## src/hw/rtl/ffd_pkg.sv

```systemverilog
// shared types and constants for the feedback fractional delay
`timescale 1ns / 1ps
`default_nettype none
package ffd_pkg;

    localparam int CFG_IDX_W  = 3;
    localparam int CFG_DATA_W = 18;
    localparam int LEN_CFG_W  = 17;
    localparam int COEF_W     = 18;
    localparam int GAIN_W     = 18;
    localparam int DELAY_W    = 24;
    localparam int FRAC_W     = 8;
    localparam int MUL_B_W    = 19;
    localparam int DEN_W      = 19;

    localparam logic [CFG_IDX_W-1:0] CFG_LINE_LENGTH    = 3'd0;
    localparam logic [CFG_IDX_W-1:0] CFG_INTERPOLATE_ON = 3'd1;
    localparam logic [CFG_IDX_W-1:0] CFG_FILTER_ON      = 3'd2;
    localparam logic [CFG_IDX_W-1:0] CFG_FILTER_COEF    = 3'd3;
    localparam logic [CFG_IDX_W-1:0] CFG_LIMIT_ON       = 3'd4;
    localparam logic [CFG_IDX_W-1:0] CFG_HOLD_ON        = 3'd5;

    localparam logic [LEN_CFG_W-1:0] LINE_LENGTH_RST = 17'd65536;
    localparam logic [COEF_W-1:0]    FILTER_COEF_RST = 18'd32768;
    localparam logic [DEN_W-1:0]     COEF_ONE        = 19'd65536;

    localparam logic signed [GAIN_W-1:0] GAIN_LIMIT = 18'sd64880;
    localparam int FLUSH_LSB = 8;

    typedef enum logic [3:0] {
        ST_CLEAR,
        ST_IDLE,
        ST_CLAMP,
        ST_RDA,
        ST_RDB,
        ST_DIFF,
        ST_INTERP,
        ST_LPMUL,
        ST_LPSUM,
        ST_LPDIV,
        ST_FBMUL,
        ST_WRITE,
        ST_DONE
    } state_t;

endpackage
`default_nettype wire

```

## src/hw/rtl/ffd_div.sv

```systemverilog
// iterative floor divider, one quotient bit per cycle
`timescale 1ns / 1ps
`default_nettype none
module ffd_div #(
    parameter int SAMPLE_BITS = 24
) (
    input  wire logic                                    aclk,
    input  wire logic                                    aresetn,
    input  wire logic                                    start,
    input  wire logic signed [SAMPLE_BITS+19:0]          num,
    input  wire logic [ffd_pkg::DEN_W-1:0]               den,
    output logic                                         done_reg,
    output logic signed [SAMPLE_BITS-1:0]                quot
);
    import ffd_pkg::*;

    localparam int S  = SAMPLE_BITS;
    localparam int PW = S + 20;
    localparam int CW = $clog2(S + 1);

    logic [PW-1:0] rem_reg, rem_next;
    logic [PW-1:0] dsh_reg, dsh_next;
    logic [S-1:0]  q_reg, q_next;
    logic [CW-1:0] cnt_reg, cnt_next;
    logic          busy_reg, busy_next;
    logic          done_next;
    logic [PW-1:0] dsh_init;

    // offset the numerator so the quotient is never negative
    assign dsh_init = PW'(den) << (S - 1);

    always_comb begin
        rem_next  = rem_reg;
        dsh_next  = dsh_reg;
        q_next    = q_reg;
        cnt_next  = cnt_reg;
        busy_next = busy_reg;
        done_next = 1'b0;
        if (start) begin
            rem_next  = $unsigned(num) + dsh_init;
            dsh_next  = dsh_init;
            q_next    = '0;
            cnt_next  = CW'(S);
            busy_next = 1'b1;
        end else if (busy_reg) begin
            if (rem_reg >= dsh_reg) begin
                rem_next = rem_reg - dsh_reg;
                q_next   = {q_reg[S-2:0], 1'b1};
            end else begin
                q_next   = {q_reg[S-2:0], 1'b0};
            end
            dsh_next = dsh_reg >> 1;
            cnt_next = cnt_reg - CW'(1);
            if (cnt_reg == CW'(1)) begin
                busy_next = 1'b0;
                done_next = 1'b1;
            end
        end
    end

    always_ff @(posedge aclk) begin
        if (!aresetn) begin
            busy_reg <= 1'b0;
            done_reg <= 1'b0;
            cnt_reg  <= '0;
        end else begin
            busy_reg <= busy_next;
            done_reg <= done_next;
            cnt_reg  <= cnt_next;
        end
    end

    always_ff @(posedge aclk) begin
        rem_reg <= rem_next;
        dsh_reg <= dsh_next;
        q_reg   <= q_next;
    end

    // remove the offset again
    assign quot = $signed({~q_reg[S-1], q_reg[S-2:0]});

endmodule
`default_nettype wire

```

## config.mk

```make
export PLATFORM = sky130hd
export DESIGN_NAME = ffd_div
export DESIGN_NICKNAME = d
export VERILOG_FILES = /design/src/hw/rtl/ffd_pkg.sv /design/src/hw/rtl/ffd_div.sv
export SDC_FILE = /design/constraint.sdc
export NUM_CORES = 1
export LEC_CHECK = 0
export ABC_AREA = 1
export BUFFER_PORTS_ARGS = -buffer_cell sky130_fd_sc_hd__buf_2
export CORE_ASPECT_RATIO = 2
export CORE_MARGIN = 8
export CORE_UTILIZATION = 45
export CTS_CLUSTER_SIZE = 24
export DETAILED_ROUTE_END_ITERATION = 6
export PLACE_DENSITY = 0.67
export SLEW_MARGIN = 20
export SYNTH_ARGS = -nofsm -noshare
export SYNTH_HDL_FRONTEND = slang
export SYNTH_SLANG_ARGS = --single-unit
```

## constraint.sdc

```tcl
create_clock -name aclk -period 5.3 [get_ports aclk]
set_input_delay 0.53 -clock aclk [delete_from_list [all_inputs] [get_ports aclk]]
set_output_delay 0.53 -clock aclk [all_outputs]
set_load 0.01 [all_outputs]
```

After elaboration in Yosys (flattened, before gate mapping)
Index checks and enable logic that the tools add are counted.
Word-level totals
  output and inout bits: 25
  register bits after elaboration: 117
  input bits: 66
  word-level logic and storage cells: 33
Operators by class
  bitwise gates (word level): 3
  magnitude comparators: 1
  equal/unequal tests: 1
  muxes and demuxes: 12
  reductions and logical operators: 5
  add/sub/neg operators: 3
Operators with widths (count)
  44-bit 2-to-1 mux: 3
  42-bit 2-to-1 mux: 2
  44-bit by 42-bit adder with 44-bit output: 1
  44-bit by 42-bit >= comparator with 1-bit output: 1
  44-bit by 42-bit subtractor with 44-bit output: 1
  5-bit 2-to-1 mux: 2
  5-bit by 1-bit equality test with 1-bit output, second input constant: 1
  1-bit 2-to-1 mux: 5
  5-bit by 1-bit subtractor with 5-bit output, second input constant: 1
  2-bit nonzero test: 2
  1-bit NOT: 3
  3-bit OR reduction: 1
  2-bit AND reduction: 1
  2-bit OR reduction: 1

Longest topological paths before layout
  word-level depth: 4
  depth in mapped cells: 16

Least setup slack after synthesis
No wires, ideal clock.
  kind: reg2reg
  from: register rem_reg[0]
  to: register rem_reg[0], enable pin
  data arrival time: 2.423 ns
  clock period less this slack: 2.980 ns
  setup slack: 2.320 ns
  required time: 4.743 ns
  stages on the path, launching flop included: 17
  path buffers: 0
  cells stage by stage: edfxtp_1 -> inv_1 -> ha_1 -> inv_1 -> fa_1 -> nand2_1 -> nand3_1 -> nand3_1 -> nand2_2 -> nand2_1 -> nand2_2 -> nand2_2 -> nand2_1 -> nand2_1 -> nand2_1 -> nand2_1 -> nand2_1
On the way
  word-level cells in the longest chain between the ends: 3
Ends and longest elaborated chain
  from (decl): line ffd_div.sv:21  | logic [PW-1:0] rem_reg, rem_next;
  from (signal assigned): line ffd_div.sv:74  | rem_reg <= rem_next;
  44-bit by 42-bit >= comparator with 1-bit output: line ffd_div.sv:46  | if (rem_reg >= dsh_reg) begin
  2-bit nonzero test (no line)
  2-bit AND reduction (no line)
No other way between the ends.
A chain may end at the register's enable or synchronous reset.

Final worst setup path
  from: register dsh_reg[26]
  to: register rem_reg[22], enable pin
On the way
  word-level cells in the longest chain between the ends: 3
Ends and longest elaborated chain
  from (decl): line ffd_div.sv:22  | logic [PW-1:0] dsh_reg, dsh_next;
  from (signal assigned): line ffd_div.sv:75  | dsh_reg <= dsh_next;
  44-bit by 42-bit >= comparator with 1-bit output: line ffd_div.sv:46
  2-bit nonzero test (no line)
  2-bit AND reduction (no line)
No other way between the ends.

==> metrics <==
status=finished with violations; failing checks=design-rule violations; EDFF count, synth=63; final wirelength=31.1 mm; dpl hpwl=25.0 mm; min Tclk post-route=3.23 ns; initial antenna violation count=0; Vias/cell=5.13; final non-filler cell total=1,830; final hold violation count=0; area grow syn2layout=12.1%; maximum buffer depth of the clock tree=2; IO Port Bufs=90; final net count=1,679; vias in the first global route=9,685; Final Setup Violations=0; fin area=10,600 um2; TritonCTS buffer count=17; PostCTS Resize Cnt=0; placed cell areas=10,000 um2; crit path max fanout=31; dpl cells=1,798; critical path's largest stage delay=0.70 ns; Net Count, Synth=1,619; clock latency on the worst-skew pair=0.43 ns; FMAX=310 MHz; H-tree depth=4; Async SR Flop Fraction=0%; CP Class=flip-flop to flip-flop; crit path cell chain=inv_1 > ha_1 > nand2_1 > nor2_1 > nand2_1 > inv_1 > nand3_1 > o21ai_0 > nor2_1 > nand2_1 > nand2_1 > nand2_2 > buf_4; RSZ-0062 raised after global routing=no; Avg Cell Area, Syn=6.36 um2; HP Class=primary input to flip-flop; # IOs=91; Clock Tree Root=clkbuf_16; Max Cap Viol=0; flip-flop and latch count after synthesis=117; TritonCTS clock tree=built; Hold Buf Count CTS=0; clk sinks=117; worst path arrival time=3.34 ns; layout cells sized above 1=10.4%; Reg area=2970 um2; core area=20,800 um2; Synth Flop Type=edfxtp_1; most common cell in the netlist=nand2_1; multi-input logic area=5260 um2; GRT Util Overall=23.6%; Placer Congestion=0.983; CP endpoint kind=flip-flop; PwrDens=409 nW/um2; worst hold margin=0.379 ns; Largest register FFs=44; max_slew headroom=28.3%; die width=119 um; post-synthesis sequential area ratio=31.4%; WL per Instance=17.0 um; synth unique cells=40; DRT antenna net count=0; Ys Warns=0; leakage power=5.61 nW; die height=221 um; Post-Syn Instances=1,488; first-pass GRT wire length=48.3 mm; Max IR drop VDD=0.000207 V; required time worst endpoint=5.42 ns; Clock Skews=0.00852 ns; grt total ovfl=0; # diodes=0; DRC=1; Yosys top cell by area=edfxtp_1; Sum Neg Setup Slack=0 ns; initial DRC count=478; # fillers=2,242; Worst Setup Start Kind=flip-flop; largest net degree at the start of global routing=104; row cnt=75; Least-Margin Pin Slew=1.07 ns; routed via count=9,383; count of pins over their slew limit=0; Cell Area, Synth=9470 um2; Setup Fix Bufs, Post-CTS=0; First-pass DRT Iterations=7; synth top area cells=edfxtp_1 20%, nand2_1 20%, dfxtp_1 11%, inv_1 9.8%, ha_1 8.3%; Pwr Total=4.34 mW; Starting Density=45.5%; CP max-delay cell=nand2_2; Clock Pin Slew Worst Setup and Hold Paths=0.06 ns; Post-synth top cells=493 x nand2_1, 248 x inv_1, 131 x nor2_1, 98 x nand3_1, 91 x a21oi_1; share of the synthesized area in the top cell type=20.0%; Die ar.=26,200 um2; crit share post-route=60.9%; CP dominant cell by count=nand2_1
==> per-stage QoR <==
stage / setup WS [ns] / util (%)
final: 2.07 / 50.9
after global routing: 1.82 / 50.9
after CTS: 2.08 / 50.9
after detailed placement: 2.10 / 48.0
after global placement: 2.12 / 48.0
after floorplan: 2.32 / -
==> final cells by class <==
cell class	count	share of cell area, %
multi-input cells	1065	49.6
inverters	252	8.91
repair buffers	95	4.60
clock buffers	19	4.48
clock inverters	13	1.25
flip-flops and latches	117	28.0
well taps	269	3.17
==> power by group <==
group,total [mW],internal [mW],switching (mW)
Sequential,1.19,1.13,0.0558
Combinational,1.96,0.631,1.33
Clock,1.19,0.715,0.478
Total,4.34,2.48,1.87
==> worst paths after layout <==
| kind | slack, ns | startpoint | endpoint | cells past startpoint |
|---|---|---|---|---|
| worst max-delay path | 2.07 | dsh_reg[26] | rem_reg[22] | 13 |
| worst min-delay path | 0.38 | aresetn | cnt_reg[3] | 3 |
| worst max register to register | 2.07 | dsh_reg[26] | rem_reg[22] | 13 |
| worst min register to register | 0.47 | q_reg[23] | q_reg[23] | 2 |
==> layer usage <==
| metal | up-vias | track usage, % | wire, um |
|---|---|---|---|
| met2 | 227 | 47.5 | 17700 |
| met5 | - | 0 | 0 |
| met3 | 105 | 3.11 | 798 |
| li1 | 4820 | - | - |
| met1 | 4231 | 19.8 | 10400 |
| met4 | 0 | 17.8 | 2280 |
==> worst max-delay path, delay by kind of cell (launching register included) <==
kind                       cells  cell delay, ns
buffers and inverters          3            0.53
adders and majority gates      1            0.39
DFF                            1            0.35
AOI/OAI and AO/OA              1            0.16
and+or+nand+nor                8            1.51
==> cell usage in the layout, fill, tap and decap left out, types with 2 or more instances in the layout <==
cell       instances
nand2_1          492
inv_1            247
nor2_1           131
nand3_1           98
a21oi_1           91
buf_2             90
o21ai_0           87
ha_1              63
edfxtp_1          63
dfxtp_1           53
clkbuf_16         19
nand4_1           16
nor2_2            10
xnor2_1           10
nor3_1             9
nand2_2            7
nand3_2            7
o21bai_1           6
xor2_1             5
inv_6              5
buf_4              5
inv_2              4
or2_1              4
or2_2              4
o21ai_1            4
a31oi_1            3
nor2_4             2
o31ai_1            2
nand3b_1           2
and2_1             2
fa_1               2
clkinv_4           2
inv_8              2
==> cells by family (layout without fill, tap and decap cells) <==
family	count (synthesis)	count (layout)	share of synthesized area, %
XOR/XNOR	15	15	1.39
buffers and inverters	306	379	13.1
flip-flops	117	117	31.4
AO/OA/AOI/OAI	198	198	10.9
adder cells (fa/ha/maj)	65	65	8.75
AND/OR/NAND/NOR	787	787	34.5
(Power assumes the default switching activity.)
