===== src/hw/rtl/ffd_pkg.sv =====
// shared types and constants for the feedback fractional delay
`timescale 1ns / 1ps
`default_nettype none
package ffd_pkg;

    localparam int CFG_IDX_W  = 3;
    localparam int CFG_DATA_W = 18;
    localparam int LEN_CFG_W  = 17;
    localparam int COEF_W     = 18;
    localparam int GAIN_W     = 18;
    localparam int DELAY_W    = 24;
    localparam int FRAC_W     = 8;
    localparam int MUL_B_W    = 19;
    localparam int DEN_W      = 19;

    localparam logic [CFG_IDX_W-1:0] CFG_LINE_LENGTH    = 3'd0;
    localparam logic [CFG_IDX_W-1:0] CFG_INTERPOLATE_ON = 3'd1;
    localparam logic [CFG_IDX_W-1:0] CFG_FILTER_ON      = 3'd2;
    localparam logic [CFG_IDX_W-1:0] CFG_FILTER_COEF    = 3'd3;
    localparam logic [CFG_IDX_W-1:0] CFG_LIMIT_ON       = 3'd4;
    localparam logic [CFG_IDX_W-1:0] CFG_HOLD_ON        = 3'd5;

    localparam logic [LEN_CFG_W-1:0] LINE_LENGTH_RST = 17'd65536;
    localparam logic [COEF_W-1:0]    FILTER_COEF_RST = 18'd32768;
    localparam logic [DEN_W-1:0]     COEF_ONE        = 19'd65536;

    localparam logic signed [GAIN_W-1:0] GAIN_LIMIT = 18'sd64880;
    localparam int FLUSH_LSB = 8;

    typedef enum logic [3:0] {
        ST_CLEAR,
        ST_IDLE,
        ST_CLAMP,
        ST_RDA,
        ST_RDB,
        ST_DIFF,
        ST_INTERP,
        ST_LPMUL,
        ST_LPSUM,
        ST_LPDIV,
        ST_FBMUL,
        ST_WRITE,
        ST_DONE
    } state_t;

endpackage
`default_nettype wire


===== src/hw/rtl/ffd_mul.sv =====
// shared registered signed multiplier
`timescale 1ns / 1ps
`default_nettype none
module ffd_mul #(
    parameter int SAMPLE_BITS = 24
) (
    input  wire logic                                     aclk,
    input  wire logic signed [SAMPLE_BITS:0]              a_in,
    input  wire logic signed [ffd_pkg::MUL_B_W-1:0]       b_in,
    output logic signed [SAMPLE_BITS+ffd_pkg::MUL_B_W:0]  p_reg
);
    import ffd_pkg::*;

    always_ff @(posedge aclk) begin
        p_reg <= a_in * b_in;
    end

endmodule
`default_nettype wire


===== config.mk =====
export PLATFORM = sky130hd
export DESIGN_NAME = ffd_mul
export DESIGN_NICKNAME = d
export VERILOG_FILES = /design/src/hw/rtl/ffd_pkg.sv /design/src/hw/rtl/ffd_mul.sv
export SDC_FILE = /design/constraint.sdc
export NUM_CORES = 1
export LEC_CHECK = 0
export ABC_CLOCK_PERIOD_IN_PS = 10000
export BUFFER_PORTS_ARGS = -buffer_cell sky130_fd_sc_hd__buf_2
export CAP_MARGIN = 20
export CORE_MARGIN = 10
export CORE_UTILIZATION = 46
export DETAILED_ROUTE_END_ITERATION = 10
export GPL_ROUTABILITY_DRIVEN = 0
export SETUP_SLACK_MARGIN = 0.15
export SYNTH_ARGS = -nofsm -noshare
export SYNTH_HDL_FRONTEND = slang
export SYNTH_SLANG_ARGS = --single-unit

===== constraint.sdc =====
create_clock -name aclk -period 10 [get_ports aclk]
set_clock_uncertainty 0.05 [all_clocks]
set_input_delay 0.5 -clock aclk [delete_from_list [all_inputs] [get_ports aclk]]
set_output_delay 0.5 -clock aclk [all_outputs]
set_load 0.005 [all_outputs]

After elaboration in Yosys (flattened, before gate mapping)
Cells that the tools add are included.

storage, ports and cells
  output and inout port bits = 44
  input port bits = 45
  register bits = 44

cells by class
  $mul = 1

operators with widths
  operator                      count
  multiplier 25 x 19 -> 44 bit  1

Longest topological paths before layout
Gate-level depths: netlist of run 1.

  word-level depth = 1
  depth in mapped cells = 24

Least setup slack after synthesis of run 1
OpenSTA, ideal clock, no wires.

  path type = input -> register
  start = input port a_in[24]
  end = register p_reg[42] (netlist name)
  setup slack = 3.147 ns
  cell stages on the path = 23
  library setup time = 0.095 ns
  arrival time = 6.707 ns
  cells stage by stage = clkbuf_1 -> clkbuf_1 -> nand2_1 -> inv_1 -> fa_1 -> inv_1 -> fa_1 -> fa_1 -> inv_1 -> fa_1 -> fa_1 -> fa_1 -> ha_1 -> ha_1 -> clkbuf_1 -> a21oi_1 -> nor2b_1 -> nor2_1 -> nand3b_1 -> a311o_1 -> and3_4 -> o31a_1 -> o311ai_1

on the way
  longest elaborated chain between the ends = 1

RTL lines
  element                       RTL line       source
  start: declaration            ffd_mul.sv:8   input wire logic signed [SAMPLE_BITS:0] a_in,
  multiplier 25 x 19 -> 44 bit  ffd_mul.sv:15  p_reg <= a_in * b_in;
  end signal: assignment        ffd_mul.sv:15
  end: declaration              ffd_mul.sv:10  output logic signed [SAMPLE_BITS+ffd_pkg::MUL_B_W:0] p_reg

Every way passes these cells.

Worst setup path after layout of run 1
  start = input port b_in[1] (netlist name)
  end = register p_reg[42] (netlist name)

on the way
  longest elaborated chain between the ends = 1

RTL lines
  element                       RTL line       source
  start: declaration            ffd_mul.sv:9   input wire logic signed [ffd_pkg::MUL_B_W-1:0] b_in,
  multiplier 25 x 19 -> 44 bit  ffd_mul.sv:15

Every way passes these cells.

==> impl_metrics.py, run 1 <==
metrics = {
    "final_layout": {
        "sequential_cell_area_sq_um": 881,
        "finalNetCount": 2553,
        "postLayoutCoreUtil_pct": 48.8,
        "fill_cells": 3712,
        "multiInputGateArea_sq_um": 14900,
        "largest_reg_flops": 44,
        "final_layout_size_suffix_gt1_share_pct": 5.59,
        "area_delta_synth_final_pct": 5.18,
    },
    "clock_tree": {
        "cts_resized": 0,
        "clk_pin_slew_ns": 0.07,
        "clock_sinks": 44,
        "h-tree-depth": 2,
        "cts_tree": "done",
        "ctsHoldBuffers": 0,
        "clock-root-buffer": "clkbuf_16",
        "clock_path_buffers": 2,
        "post-cts-setup-buffer-count": 0,
        "cts_made_buffers": 5,
    },
    "route": {
        "viasPerCell": 5.11,
        "vias": 12400,
        "drtPass1Iterations": 5,
        "drt-initial-drc-count": 587,
        "drc": 0,
        "wl_per_cell_um": 18.7,
        "ant_nets": 0,
        "drt-total-wl_um": 45600,
    },
    "min_path": {
        "holdPathEnd": "p_reg[0]",
        "worstHoldStart": "a_in[0]",
        "min_path_type": "primary input to flop",
        "whs_path_depth": 2,
    },
    "timing": {
        "fin_crit_ns": 7.11,
        "clock.fmax_mhz": 141,
        "setup_viol": 0,
        "fin_tns_setup_ns": 0,
        "worstMarginPinSlew_ns": 0.808,
        "period_share_pct": 71.1,
        "hold_viol_final": 0,
        "rsz0062_at_grt": "false",
        "slew_viol_final": 0,
        "slew_headroom_pct": 46.1,
    },
    "worst_setup_path": {
        "critical_path_class": "primary input to flop",
        "critPathMaxFanout": 25,
        "critPathRequiredTime_ns": 10.11,
        "crit_arrival_ns": 7.22,
        "cp-end-kind": "flop",
        "start_kind": "primary input",
    },
    "synth": {
        "async_reset_ff_share_pct": 0,
        "syn_inst": 1905,
        "syn-cell-area_sq_um": 17800,
        "synth_nets": 2546,
        "synth_top_area_share_pct": 52.8,
        "ys_top_cells_by_area": "fa_1 53%, inv_1 9.6%, ha_1 8.8%",
        "synth_edf_count": 0,
        "netlist_top_cells_count": "471 x fa_1, 455 x inv_1, 254 x nand2_1",
        "synth_top_area_cell": "fa_1",
        "synth_seq_area_share_pct": 4.94,
        "ys.flop_type": "dfxtp_1",
        "yosysMostFrequentCell": "fa_1",
        "yosysWarnings": 0,
        "syn_area_per_cell_sq_um": 9.37,
        "ys_ff_latch": 44,
        "netlist-cell-type-count": 56,
    },
    "status": {
        "status": "completed",
    },
    "grt": {
        "track_usage_pct": 20.1,
        "grt_remaining_overflow": 0,
        "grt_pass1_vias": 13900,
        "grt_max_degree": 26,
        "grt_pass1_wl_um": 74200,
        "antenna_found_initial": 0,
    },
    "floorplanning": {
        "ios": 89,
        "row_count": 72,
        "start_util_pct": 46.4,
        "dieHeight_um": 217,
        "core_sq_um": 38500,
        "die_w_um": 217,
        "dieArea_sq_um": 47100,
    },
    "place": {
        "io_buffers": 88,
        "place_hpwl_um": 37700,
    },
    "run": {
        "cap_violations": 0,
    },
}
## placed cells by master, fill, tap and decap left out, types with 3 or more instances in the layout
cell	n
and2_1	217
a31oi_1	5
o31ai_1	3
nand3_1	7
xor2_1	13
nand2b_1	7
nor3_1	10
ha_1	125
o21bai_1	6
a21oi_1	37
o211ai_1	3
o21ai_0	13
o21a_1	3
or3_1	4
o21ai_1	4
fa_1	471
a21o_1	10
nor2b_1	3
a211oi_1	4
dfxtp_1	44
xnor2_1	31
clkbuf_16	5
nor2_1	49
nand4_1	5
inv_1	455
nand2_1	254
buf_2	88
## cell families after synthesis
kind of cell / after synthesis / synth area share, %
xor+xnor: 44 / 2.16
simple gates: 563 / 15.4
fa+ha+maj: 596 / 61.6
buf+inv: 544 / 11.5
compound gates: 114 / 4.39
flops: 44 / 4.94
## how the worst max path moves through the flow
stage | startpoint | to | slack, ns
6_report | b_in[1] | p_reg[42] | 2.89
2_1_floorplan | a_in[24] | p_reg[42] | 3.15
3_3_place_gp | b_in[10] | p_reg[43] | 2.76
4_1_cts | b_in[1] | p_reg[42] | 2.91
5_1_grt | b_in[1] | p_reg[42] | 2.54
3_5_place_dp | b_in[1] | p_reg[42] | 2.59
## routing by layer
layer,vias to the layer above,part of all wire (%),track usage (%)
met5,-,0,0
met4,0,4.6,8.37
met3,84,3.7,2.12
met2,270,55,37.5
met1,6537,37,22.9
li1,5531,-,-
## stage by stage
stage | area (sq um) | setup slack, ns | hold slack (ns) | instances
2_1_floorplan | 17800 | 3.15 | 0.572 | 1905
3_3_place_gp | 18600 | 2.76 | 0.834 | 2423
3_5_place_dp | 18600 | 2.59 | 0.835 | 2423
4_1_cts | 18800 | 2.91 | 0.607 | 2431
5_1_grt | 18800 | 2.54 | 0.628 | 2431
6_report | 18800 | 2.89 | 0.626 | 2432
## area by class of cell
cell class | count | share of cell area (%)
multi-input cells | 1317 | 79.4
clock inverters | 3 | 0.253
repair buffers | 89 | 2.39
inverters | 455 | 9.10
flip-flops and latches | 44 | 4.69
diodes | 1 | 0.0133
well taps | 518 | 3.45
clock buffers | 5 | 0.667
## critical path, cell delays in order
cell and delay [ns]:
buf_2 0.40, nand2_1 0.17, inv_1 0.16, fa_1 0.45, inv_1 0.20, fa_1 0.49, fa_1 0.74, inv_1 0.30
fa_1 0.52, fa_1 0.45, fa_1 0.47, ha_1 0.29, ha_1 0.37, a21oi_1 0.22, nor2b_1 0.08, nor2_1 0.14
nand3b_1 0.10, a311o_1 0.40, and3_4 0.19, o311ai_0 0.40, o311ai_1 0.17
Power of run 1 is left out: the tool's default activity adds up to more than one toggle a clock period on the data nets, which glitch-free logic cannot reach.
==> run 2, diff against run 1 <==
ABC_AREA = 1   (was unset)
ABC_CLOCK_PERIOD_IN_PS = 6050   (was 10000)
clock period = 6.05 ns   (was 10 ns; I/O delays follow)
==> impl_metrics.py, run 2 <==
metrics = {
    "timing": {
        "fin_crit_ns": 5.66,
        "slew_headroom_pct": 58.3,
        "postLayoutSetupSlackWorst_ns": 0.386,
        "slew_viol_final": 0,
        "worstMarginPinSlew_ns": 0.626,
        "period_share_pct": 93.6,
        "hold_viol_final": 0,
        "setup_viol": 0,
        "clock.fmax_mhz": 177,
        "rsz0062_at_grt": "true",
        "hold_slack_ns": 0.470,
    },
    "synth": {
        "ys_top_cells_by_area": "fa_1 49%, inv_1 15%, nand2_1 15%",
        "synth_top_area_share_pct": 49.0,
        "synth_seq_area_share_pct": 4.58,
        "ys_ff_latch": 44,
        "synth_nets": 3146,
        "yosysMostFrequentCell": "inv_1",
        "yosysWarnings": 0,
        "syn_inst": 2505,
        "netlist_top_cells_count": "777 x inv_1, 745 x nand2_1, 471 x fa_1",
        "syn_area_per_cell_sq_um": 7.68,
        "synth_edf_count": 0,
        "netlist-cell-type-count": 24,
        "async_reset_ff_share_pct": 0,
        "ys.flop_type": "dfxtp_1",
        "syn-cell-area_sq_um": 19200,
        "synth_top_area_cell": "fa_1",
    },
    "clock_tree": {
        "cts_tree": "done",
        "ctsHoldBuffers": 0,
        "h-tree-depth": 2,
        "clock-root-buffer": "clkbuf_16",
        "cts_made_buffers": 5,
        "clock_sinks": 44,
        "clk_pin_slew_ns": 0.07,
        "clock_path_buffers": 2,
    },
    "route": {
        "drt-initial-drc-count": 868,
        "drc": 0,
        "ant_nets": 0,
        "drtPass1Iterations": 4,
        "vias": 15100,
        "wl_per_cell_um": 16.1,
        "viasPerCell": 4.80,
        "drt-total-wl_um": 50800,
    },
    "grt": {
        "grt_pass1_wl_um": 85800,
        "grt_max_degree": 24,
        "antenna_found_initial": 1,
        "track_usage_pct": 21.2,
        "grt_remaining_overflow": 0,
        "grt_pass1_vias": 16600,
    },
    "place": {
        "place_area_sq_um": 20900,
        "io_buffers": 88,
        "dp_slack_ns": -0.0185,
        "place_inst": 3129,
        "place_hpwl_um": 45500,
    },
    "final_layout": {
        "final_layout_size_suffix_gt1_share_pct": 9.90,
        "finalNetCount": 3256,
        "final_cell_mix": "776 x inv_1, 745 x nand2_1, 469 x fa_1, 122 x ha_1, 110 x buf_4",
        "area_delta_synth_final_pct": 10.5,
        "fin_cells": 3149,
        "final_common_cell": "inv_1",
        "design_area_sq_um": 21300,
        "largest_reg_flops": 44,
        "fill_cells": 4069,
    },
    "min_path": {
        "whs_path_depth": 4,
        "holdPathEnd": "p_reg[0]",
        "worstHoldStart": "a_in[0]",
        "min_path_type": "primary input to flop",
    },
    "floorplanning": {
        "start_util_pct": 46.8,
        "row_count": 74,
        "core_sq_um": 41100,
        "dieHeight_um": 225,
        "die_w_um": 225,
        "dieArea_sq_um": 50400,
        "ios": 89,
    },
    "status": {
        "status": "completed",
    },
    "run": {
        "cap_violations": 0,
    },
    "worst_setup_path": {
        "cp-end-kind": "flop",
        "crit_arrival_ns": 5.80,
        "start_kind": "primary input",
        "critical_path_class": "primary input to flop",
        "critPathMaxFanout": 23,
        "critPathRequiredTime_ns": 6.19,
    },
}
[run 2: cell count changes after synthesis, moves of 9 or more]
cell	change
a21o_1	-10
a21oi_1	-11
and2_1	-217
buf_1	+21
inv_1	+322
nand2_1	+491
nand3_1	+38
nor2_1	+45
o21ai_0	-11
xnor2_1	-28
xor2_1	+9
[run 2: layout make-up]
| class | instances | area, sq um | area share (%) |
|---|---|---|---|
| diodes | 1 | 2.50 | 0.0118 |
| clock buffers | 5 | 125 | 0.589 |
| clock inverters | 3 | 46.3 | 0.218 |
| inverters | 777 | 2920 | 13.7 |
| multi-input cells | 1578 | 15100 | 71.1 |
| flip-flops and latches | 44 | 881 | 4.14 |
| well taps | 532 | 666 | 3.13 |
| repair buffers | 209 | 1490 | 7.03 |
[run 2: repair_timing]
item	CTS	global route
buffers inserted	0	11
gates resized for setup	0	31
setup endpoints to repair	0	21
[run 2: metal layers]
| layer | wire [um] | vias to the layer above | GRT usage (%) |
|---|---|---|---|
| met4 | 1290 | 0 | 5.51 |
| met2 | 26100 | 345 | 37.8 |
| li1 | - | 7118 | - |
| met5 | 0 | - | 0 |
| met3 | 2100 | 79 | 1.96 |
| met1 | 21300 | 7579 | 27.0 |
[run 2: cell families after synthesis]
| logic type | after synthesis | synth area share [%] |
|---|---|---|
| and+or+nand+nor | 919 | 18.8 |
| buffers and inverters | 883 | 17.2 |
| adders and majority gates | 596 | 57.1 |
| DFF | 44 | 4.58 |
| AOI/OAI and AO/OA | 38 | 1.14 |
| xor gates and xnor gates | 25 | 1.14 |
[run 2: how the worst max path moves through the flow]
stage                        start   endpoint  slack [ns]
after detailed placement   b_in[4]  p_reg[43]       -0.02
after global routing      a_in[24]  p_reg[43]        0.11
after floorplan            b_in[5]  p_reg[42]        0.16
after global placement    b_in[13]  p_reg[40]        0.02
final                     b_in[15]  p_reg[42]        0.39
after CTS                  b_in[4]  p_reg[42]        0.26
[run 2: metrics by stage]
stage	utilization [%]	TNS, ns
2_1_floorplan	-	0
3_3_place_gp	50.8	0
3_5_place_dp	50.8	-0.0263
4_1_cts	51.2	0
5_1_grt	51.7	0
6_report	51.7	0
[run 2: critical path, stage by stage]
cell	delay (ns)
buf_2	0.49
nand2_1	0.15
fa_1	0.50
inv_1	0.05
fa_1	0.55
fa_1	0.45
fa_1	0.56
fa_1	0.44
fa_1	0.48
ha_1	0.30
ha_1	0.34
nand2_1	0.15
inv_1	0.05
nand2_1	0.06
nand3_1	0.19
a21oi_1	0.35
nand2_1	0.11
nand2_1	0.09
nand3_1	0.06
nand2_1	0.06
nand2_1	0.05
Power of run 2 is left out for the same reason.
